$ cat config.mk
export PLATFORM = sky130hd
export DESIGN_NAME = grouped_free_block_allocator
export DESIGN_NICKNAME = d
export VERILOG_FILES = /design/src/rtl/gfba_pkg.sv /design/src/rtl/gfba_ram.sv /design/src/rtl/grouped_free_block_allocator.sv
export SDC_FILE = /design/constraint.sdc
export NUM_CORES = 2
export LEC_CHECK = 0
export BUFFER_PORTS_ARGS = -buffer_cell sky130_fd_sc_hd__clkbuf_2
export CAP_MARGIN = 15
export CORE_ASPECT_RATIO = 0.6
export CORE_MARGIN = 2
export CORE_UTILIZATION = 45
export DETAILED_ROUTE_END_ITERATION = 6
export PLACE_DENSITY_LB_ADDON = 0.05
export REMOVE_ABC_BUFFERS = 1
export SYNTH_ARGS = -nofsm -noshare
export SYNTH_HDL_FRONTEND = slang
export SYNTH_SLANG_ARGS = --single-unit
$ cat constraint.sdc
create_clock -name clk -period 15.7 [get_ports clk]
set_clock_uncertainty 0.1 [all_clocks]
set_input_delay 0.785 -clock clk [delete_from_list [all_inputs] [get_ports clk]]
set_output_delay 0.785 -clock clk [all_outputs]
set_load 0.1 [all_outputs]
$ cat src/rtl/gfba_pkg.sv
// Shared types and codes for the grouped free block allocator.
package gfba_pkg;

    localparam int unsigned BLOCK_W = 24;

    typedef enum logic [1:0] {
        REQ_ALLOC  = 2'd0,
        REQ_FREE   = 2'd1,
        REQ_REFILL = 2'd2,
        REQ_SPILL  = 2'd3
    } req_type_t;

    typedef enum logic [2:0] {
        ST_OK            = 3'd0,
        ST_NO_SPACE      = 3'd1,
        ST_REFILL_NEEDED = 3'd2,
        ST_SPILL_NEEDED  = 3'd3,
        ST_WORD_TAKEN    = 3'd4,
        ST_SPILL_DATA    = 3'd5,
        ST_BAD_REQUEST   = 3'd6
    } status_t;

    typedef enum logic [1:0] {
        MODE_IDLE   = 2'd0,
        MODE_REFILL = 2'd1,
        MODE_SPILL  = 2'd2
    } mode_t;

    typedef enum logic {
        ENG_IDLE = 1'b0,
        ENG_READ = 1'b1
    } eng_state_t;

    typedef struct packed {
        req_type_t            req_type;
        logic [BLOCK_W-1:0]   block_number;
        logic [BLOCK_W-1:0]   data_word;
    } req_t;

    typedef struct packed {
        status_t              status;
        logic [BLOCK_W-1:0]   block_out;
        logic [BLOCK_W-1:0]   spill_value;
        logic                 last_word;
        logic                 modified;
    } rsp_t;

endpackage

$ cat src/rtl/gfba_ram.sv
// Generic simple dual-port RAM, one write and one registered read port.
module gfba_ram #(
    parameter int unsigned WIDTH = 24,
    parameter int unsigned DEPTH = 100
) (
    input  logic                     clk,
    input  logic                     wr_en,
    input  logic [$clog2(DEPTH)-1:0] wr_addr,
    input  logic [WIDTH-1:0]         wr_data,
    input  logic                     rd_en,
    input  logic [$clog2(DEPTH)-1:0] rd_addr,
    output logic [WIDTH-1:0]         rd_data
);

    logic [WIDTH-1:0] mem [DEPTH];

    always_ff @(posedge clk)
    begin
        if (wr_en)
        begin
            mem[wr_addr] <= wr_data;
        end
        if (rd_en)
        begin
            rd_data <= mem[rd_addr];
        end
    end

endmodule

$ cat src/rtl/grouped_free_block_allocator.sv
// Grouped free block allocator: top level with free stack control.
//
// Usage:
//   req channel (req_valid/req_stall/req) carries one request word: allocate,
//   free a block, a refill word in, or a request for the next spill word out.
//   rsp channel (rsp_valid/rsp_stall/rsp) returns exactly one response word
//   per request, in order.
// Flow: free, refill words, the first spill word (the count) and rejected
//   requests issue back to back while the output register is not stalled.
//   allocate (non-empty stack) and spill entry words stall the next request
//   for an entry read: the free stack sits in a RAM with a registered read
//   port, so the popped or streamed entry is available the cycle after the
//   request is taken.
//   Response appears in the output register the cycle after it is formed.
// Reset: count, mode, stream index and modified flag clear; the stack RAM
//   is not cleared, entries are only read after being written.
// Stalls: the response is held in the output register while rsp_stall is
//   high; req_stall rises while that register is full and stalled, or while
//   an entry read is outstanding.
module grouped_free_block_allocator #(
    parameter int unsigned STACK_DEPTH = 100
) (
    input  logic           clk,
    input  logic           rst_n,
    input  logic           req_valid,
    output logic           req_stall,
    input  gfba_pkg::req_t req,
    output logic           rsp_valid,
    input  logic           rsp_stall,
    output gfba_pkg::rsp_t rsp
);

    localparam int unsigned AW = $clog2(STACK_DEPTH);
    localparam int unsigned CW = $clog2(STACK_DEPTH + 1);
    localparam int unsigned BW = gfba_pkg::BLOCK_W;
    localparam logic [CW-1:0] DEPTH_C = CW'(STACK_DEPTH);

    // control state
    gfba_pkg::eng_state_t eng_state_reg, eng_state_next;
    gfba_pkg::mode_t      mode_reg, mode_next;
    logic [CW-1:0]        count_reg, count_next;
    logic [CW-1:0]        index_reg, index_next;
    logic                 dirty_reg, dirty_next;
    // entry 0 holds the planted end marker, not yet written to the RAM
    logic                 zero_bottom_reg, zero_bottom_next;
    logic                 out_valid_reg, out_valid_next;

    // payload state
    logic [BW-1:0]        pending_reg, pending_next;
    logic [AW-1:0]        rd_addr_reg, rd_addr_next;
    logic                 rd_spill_reg, rd_spill_next;
    logic                 rd_last_reg, rd_last_next;
    gfba_pkg::rsp_t       out_reg, out_next;

    // RAM ports
    logic                 wr_en;
    logic [AW-1:0]        wr_addr;
    logic [BW-1:0]        wr_data;
    logic                 rd_en;
    logic [AW-1:0]        rd_addr;
    logic [BW-1:0]        rd_data;

    logic                 out_free;
    logic                 accept;
    logic                 rsp_load;
    gfba_pkg::rsp_t       rsp_word;
    logic [CW-1:0]        count_m1;
    logic [CW-1:0]        index_m1;
    logic [BW-1:0]        entry;
    logic [CW-1:0]        refill_count;

    gfba_ram #(
        .WIDTH (BW),
        .DEPTH (STACK_DEPTH)
    ) u_stack (
        .clk     (clk),
        .wr_en   (wr_en),
        .wr_addr (wr_addr),
        .wr_data (wr_data),
        .rd_en   (rd_en),
        .rd_addr (rd_addr),
        .rd_data (rd_data)
    );

    assign out_free  = !out_valid_reg || !rsp_stall;
    assign req_stall = (eng_state_reg != gfba_pkg::ENG_IDLE) || !out_free;
    assign accept    = req_valid && !req_stall;
    assign count_m1  = count_reg - 1'b1;
    assign index_m1  = index_reg - 1'b1;
    // planted marker reads as 0 until entry 0 is really written
    assign entry     = (zero_bottom_reg && rd_addr_reg == '0) ? '0 : rd_data;
    assign refill_count = (req.data_word > BW'(STACK_DEPTH)) ? DEPTH_C
                                                             : req.data_word[CW-1:0];

    always_comb
    begin
        eng_state_next   = eng_state_reg;
        mode_next        = mode_reg;
        count_next       = count_reg;
        index_next       = index_reg;
        dirty_next       = dirty_reg;
        zero_bottom_next = zero_bottom_reg;
        pending_next     = pending_reg;
        rd_addr_next     = rd_addr_reg;
        rd_spill_next    = rd_spill_reg;
        rd_last_next     = rd_last_reg;
        wr_en            = 1'b0;
        wr_addr          = '0;
        wr_data          = '0;
        rd_en            = 1'b0;
        rd_addr          = '0;
        rsp_load         = 1'b0;
        rsp_word         = '0;
        rsp_word.status  = gfba_pkg::ST_BAD_REQUEST;
        rsp_word.modified = dirty_reg;

        case (eng_state_reg)
            gfba_pkg::ENG_IDLE:
            begin
                if (accept)
                begin
                    case (mode_reg)
                        gfba_pkg::MODE_IDLE:
                        begin
                            if (req.req_type == gfba_pkg::REQ_ALLOC)
                            begin
                                if (count_reg == '0)
                                begin
                                    rsp_word.status = gfba_pkg::ST_NO_SPACE;
                                    rsp_load        = 1'b1;
                                end
                                else
                                begin
                                    // pop now, judge the entry once it is read back
                                    count_next     = count_m1;
                                    rd_en          = 1'b1;
                                    rd_addr        = count_m1[AW-1:0];
                                    rd_addr_next   = count_m1[AW-1:0];
                                    rd_spill_next  = 1'b0;
                                    rd_last_next   = 1'b0;
                                    eng_state_next = gfba_pkg::ENG_READ;
                                end
                            end
                            else if (req.req_type == gfba_pkg::REQ_FREE)
                            begin
                                dirty_next        = 1'b1;
                                rsp_word.modified = 1'b1;
                                rsp_word.status   = gfba_pkg::ST_OK;
                                rsp_load          = 1'b1;
                                if (count_reg == '0)
                                begin
                                    // marker at entry 0, block at entry 1
                                    zero_bottom_next = 1'b1;
                                    wr_en            = 1'b1;
                                    wr_addr          = AW'(1);
                                    wr_data          = req.block_number;
                                    count_next       = CW'(2);
                                end
                                else if (count_reg >= DEPTH_C)
                                begin
                                    rsp_word.status    = gfba_pkg::ST_SPILL_NEEDED;
                                    rsp_word.block_out = req.block_number;
                                    mode_next          = gfba_pkg::MODE_SPILL;
                                    index_next         = '0;
                                    pending_next       = req.block_number;
                                end
                                else
                                begin
                                    wr_en      = 1'b1;
                                    wr_addr    = count_reg[AW-1:0];
                                    wr_data    = req.block_number;
                                    count_next = count_reg + 1'b1;
                                end
                            end
                            else
                            begin
                                rsp_load = 1'b1;
                            end
                        end

                        gfba_pkg::MODE_REFILL:
                        begin
                            rsp_load = 1'b1;
                            if (req.req_type == gfba_pkg::REQ_REFILL)
                            begin
                                rsp_word.status    = gfba_pkg::ST_WORD_TAKEN;
                                rsp_word.block_out = pending_reg;
                                if (index_reg == '0)
                                begin
                                    count_next = refill_count;
                                end
                                else
                                begin
                                    wr_en   = 1'b1;
                                    wr_addr = index_m1[AW-1:0];
                                    wr_data = req.data_word;
                                    if (index_m1 == '0)
                                    begin
                                        zero_bottom_next = 1'b0;
                                    end
                                end
                                if (index_reg == DEPTH_C)
                                begin
                                    rsp_word.last_word = 1'b1;
                                    mode_next          = gfba_pkg::MODE_IDLE;
                                    index_next         = '0;
                                end
                                else
                                begin
                                    index_next = index_reg + 1'b1;
                                end
                            end
                        end

                        gfba_pkg::MODE_SPILL:
                        begin
                            if (req.req_type == gfba_pkg::REQ_SPILL)
                            begin
                                if (index_reg == '0)
                                begin
                                    // count word first, never the last one
                                    rsp_word.status      = gfba_pkg::ST_SPILL_DATA;
                                    rsp_word.block_out   = pending_reg;
                                    rsp_word.spill_value = BW'(count_reg);
                                    rsp_load             = 1'b1;
                                    index_next           = index_reg + 1'b1;
                                end
                                else
                                begin
                                    rd_en          = 1'b1;
                                    rd_addr        = index_m1[AW-1:0];
                                    rd_addr_next   = index_m1[AW-1:0];
                                    rd_spill_next  = 1'b1;
                                    rd_last_next   = (index_reg == DEPTH_C);
                                    eng_state_next = gfba_pkg::ENG_READ;
                                    if (index_reg == DEPTH_C)
                                    begin
                                        // last read is the top entry, not entry 0
                                        wr_en            = 1'b1;
                                        wr_addr          = '0;
                                        wr_data          = pending_reg;
                                        zero_bottom_next = 1'b0;
                                        count_next       = CW'(1);
                                        mode_next        = gfba_pkg::MODE_IDLE;
                                        index_next       = '0;
                                    end
                                    else
                                    begin
                                        index_next = index_reg + 1'b1;
                                    end
                                end
                            end
                            else
                            begin
                                rsp_load = 1'b1;
                            end
                        end

                        default:
                        begin
                            rsp_load = 1'b1;
                        end
                    endcase
                end
            end

            gfba_pkg::ENG_READ:
            begin
                if (out_free)
                begin
                    rsp_load       = 1'b1;
                    eng_state_next = gfba_pkg::ENG_IDLE;
                    if (rd_spill_reg)
                    begin
                        rsp_word.status      = gfba_pkg::ST_SPILL_DATA;
                        rsp_word.block_out   = pending_reg;
                        rsp_word.spill_value = entry;
                        rsp_word.last_word   = rd_last_reg;
                    end
                    else if (entry == '0)
                    begin
                        // end marker: list exhausted
                        count_next      = '0;
                        rsp_word.status = gfba_pkg::ST_NO_SPACE;
                    end
                    else
                    begin
                        dirty_next         = 1'b1;
                        rsp_word.modified  = 1'b1;
                        rsp_word.block_out = entry;
                        if (count_reg == '0)
                        begin
                            rsp_word.status = gfba_pkg::ST_REFILL_NEEDED;
                            mode_next       = gfba_pkg::MODE_REFILL;
                            index_next      = '0;
                            pending_next    = entry;
                        end
                        else
                        begin
                            rsp_word.status = gfba_pkg::ST_OK;
                        end
                    end
                end
            end

            default:
            begin
                eng_state_next = gfba_pkg::ENG_IDLE;
            end
        endcase

        if (rsp_load)
        begin
            out_valid_next = 1'b1;
            out_next       = rsp_word;
        end
        else
        begin
            out_valid_next = out_valid_reg && rsp_stall;
            out_next       = out_reg;
        end
    end

    always_ff @(posedge clk or negedge rst_n)
    begin
        if (!rst_n)
        begin
            eng_state_reg   <= gfba_pkg::ENG_IDLE;
            mode_reg        <= gfba_pkg::MODE_IDLE;
            count_reg       <= '0;
            index_reg       <= '0;
            dirty_reg       <= 1'b0;
            zero_bottom_reg <= 1'b0;
            out_valid_reg   <= 1'b0;
            pending_reg     <= '0;
        end
        else
        begin
            eng_state_reg   <= eng_state_next;
            mode_reg        <= mode_next;
            count_reg       <= count_next;
            index_reg       <= index_next;
            dirty_reg       <= dirty_next;
            zero_bottom_reg <= zero_bottom_next;
            out_valid_reg   <= out_valid_next;
            pending_reg     <= pending_next;
        end
    end

    always_ff @(posedge clk)
    begin
        rd_addr_reg  <= rd_addr_next;
        rd_spill_reg <= rd_spill_next;
        rd_last_reg  <= rd_last_next;
        out_reg      <= out_next;
    end

    assign rsp_valid = out_valid_reg;
    assign rsp       = out_reg;

endmodule

==> impl_metrics.ini <==
[grt]
grt_util_all_layers_pct = 33.6
grt_pass1_wl_microns = 541000
gr-total-overflow = 0
grt_pass1_vias = 62600
antenna_found_initial = 45
grt_max_degree = 108

[clock_network]
cts_sinks = 2530
clock_latency_ns = 0.91
cts_tree = yes
cts.clk_slew.worst_paths_ns = 0.06
cts_max_path_buffers = 4
cts_max_level = 4
numCtsBuffers = 237
postCtsSetupRepairBufs = 0
post_cts_resize_count = 0
clockRootBuffer = clkbuf_16

[synthesis]
synthFlopType = edfxtp_1
syn_area_sq_um = 103000
ys_ff_latch = 2530
seq_area_frac_synth_pct = 73.7
synth_top_area_cell = edfxtp_1
synth_cells = 7076
yosys_warnings = 0
synthArstFlopShare_pct = 1.74
yosysMostFrequentCell = edfxtp_1
synthTopCellsByCount = 2486 x edfxtp_1, 618 x nand2_1, 614 x nor2_1
synth_area_leaders = edfxtp_1 73%, mux2i_1 2.4%, nor3_1 2.4%, nand2_1 2.3%, nor2_1 2.2%
postSynthAreaPerCell_sq_um = 14.5
synth_top_area_share_pct = 72.6
synth_enable_flop_cells = 2486
synth_cell_types = 95

[final_layout]
fin_util_pct = 50.9
area_growth_pct = 12.2
nets = 7305
nFillCells = 19000
drive_gt1_share_pct = 14.3
multi_input_area_sq_um = 25200
largest_register = u_stack.mem
final-seq-area_sq_um = 75800
largest_reg_flops = 2400

[routing]
top_layer = met5
wl_met2_microns = 158000
first_pass_iters = 7
m1WireLength_microns = 173000
drc = 0
wl_met3_microns = 56800
vias_per_cell = 6.65
drt_iter0_markers = 12400
drt-total-wl_microns = 399000
avgRoutedWirePerCell_microns = 38.2
ant_nets = 0
vias = 69500

[floorplan]
die_area_sq_um = 232000
pin_count = 109
initial_utilization_pct = 45.4
design.core.area_sq_um = 226000
die_h_microns = 374
num_rows = 135
die_w_microns = 621

[timing]
tightest_slew_ns = 1.27
worst_slack_ns = 8.51
setup_tns_ns = 0
slew_headroom_pct = 14.2
min_period_ns = 7.19
setup_viol = 0
hold_viol_final = 0
grt_setup_unrepaired = no
period_share_pct = 45.8
maxSlewViolCount = 0
fin_hold_ws_ns = 0.130
fmax_mhz = 139

[worst_setup_path]
cp.required_ns = 16.21
criticalPathCategory = reg -> reg
slowest_delay_ns = 0.97
crit_family = simple AND/OR/NAND/NOR gates
crit_chain = inv_1 > ha_1 > nor3b_1 > nand2_1 > a32o_4 > buf_4 > nand2_4 > buf_4 > buf_4 > nor3_1 > o41ai_1 > a21oi_1 > nor3_2 > nor3_1
worstPathArrival_ns = 7.69
path_max_fanout = 42
critPathMostFrequentCell = buf_4
endpoint_kind = flip-flop
cp-start-kind = flip-flop
crit_buf_inv = 4
slowest_stage = nor3_2

[power]
leakage_nw = 34.0
p_int_mw = 10.8
clock_power_share_pct = 36.8
comb_power_share_pct = 13.3
powerDensity_nw_per_um2 = 131
peakVddDrop_v = 0.000110
switching_share_pct = 28.4
p_seq_share_pct = 49.9
p_sw_mw = 4.29

[hold_path]
hold_path.class = in -> reg

[place]
portBuffers = 108
hpwl_microns = 237000
gp_congestion = 0.918
pre_cts_slack_ns = 8.63

[run_status]
status = finished clean

[run]
max-cap-violations = 0
==> area by class of cell <==
cell class,instances,share of cell area (%)
flip-flops and latches,2530,65.7
clock inverters,120,0.725
inverters,36,0.117
multi-input cells,3977,21.8
repair buffers,458,2.88
clock buffers,303,5.46
well taps,3014,3.27
diodes,13,0.0282
==> final timing paths <==
| check | start | slack, ns | cells past startpoint | end |
|---|---|---|---|---|
| setup / recovery | count_reg[0]$_DFFE_PN0P_ | 8.51 | 14 | u_stack.rd_data[15]$_DFFE_PP_ |
| min in group asynchronous | rst_n | 0.51 | 3 | zero_bottom_reg$_DFFE_PN0P_ |
| hold / removal | req[25] | 0.13 | 3 | pending_reg[1]$_DFFE_PN0P_ |
| setup reg to reg | count_reg[0]$_DFFE_PN0P_ | 8.51 | 14 | u_stack.rd_data[15]$_DFFE_PP_ |
| hold reg to reg | dirty_reg$_DFFE_PN0P_ | 0.37 | 1 | dirty_reg$_DFFE_PN0P_ |
| max in group asynchronous | rst_n | 14.48 | 3 | pending_reg[3]$_DFFE_PN0P_ |
==> tightest hold or removal path: stages <==
cell and delay, ns:
clkbuf_2 0.10, a21oi_1 0.06, a21oi_1 0.12
==> stage by stage <==
stage	area [sq um]	power [mW]	std cells
global placement	108000	9.64	9995
detailed placement	108000	9.64	10000
global route	115000	15.5	10400
floorplan	100000	8.88	6543
CTS	115000	15.1	10400
finish	115000	15.1	10500
==> kinds of logic (layout without fill, tap and decap cells) <==
group	count (synthesis)	in the layout	synth area share, %
AO/OA/AOI/OAI	1342	1342	9.00
multiplexers	334	334	4.29
flip-flops	2530	2530	73.7
other	0	13	0
buffers and inverters	569	917	2.66
adder cells (fa/ha/maj)	11	11	0.134
XOR/XNOR	9	9	0.0767
AND/OR/NAND/NOR	2281	2281	10.1
==> routing by layer <==
layer  track usage (%)  vias to the layer above
met5            0.0620                        -
met4              8.86                       14
met3              10.5                      530
met2              44.1                     4917
met1              53.2                    36000
li1                  -                    28000
==> power by group through the flow <==
stage | clock network [mW] | logic (mW) | registers, mW
CTS | 5.60 | 1.95 | 7.55
floorplan | 0 | 0.933 | 7.94
detailed placement | 0 | 1.95 | 7.69
global route | 5.85 | 2.06 | 7.56
finish | 5.56 | 2.01 | 7.55
global placement | 0 | 1.95 | 7.69
==> placed cells by master, fill, tap and decap left out, types with 14 or more instances in the layout <==
cell type and n:
a211o_1 25, a211oi_1 37, a21oi_1 256, a222oi_1 46, a311oi_1 35, a31oi_1 70
a32oi_1 14, and2_1 26, and3_1 34, buf_4 329, clkbuf_1 60, clkbuf_16 242
clkbuf_2 108, clkinv_1 63, clkinv_2 40, dfrtp_1 44, edfxtp_1 2486, inv_1 35
mux2i_1 247, mux4_2 85, nand2_1 612, nand2b_1 15, nand3_1 206, nand4_1 28
nor2_1 481, nor2_2 98, nor2_4 38, nor3_1 484, nor4_1 49, o2111ai_1 18
o211ai_1 65, o21ai_0 279, o221ai_1 77, o22a_1 14, o22ai_1 63, o311ai_0 73
o311ai_1 17, o31ai_1 77, o32ai_1 22, or3_1 156
==> repair_timing <==
action	in CTS	in global routing
endpoints found under the setup margin	0	0
endpoints found under the hold margin	44	0
hold buffers	1	0
(Power assumes the default switching activity.)
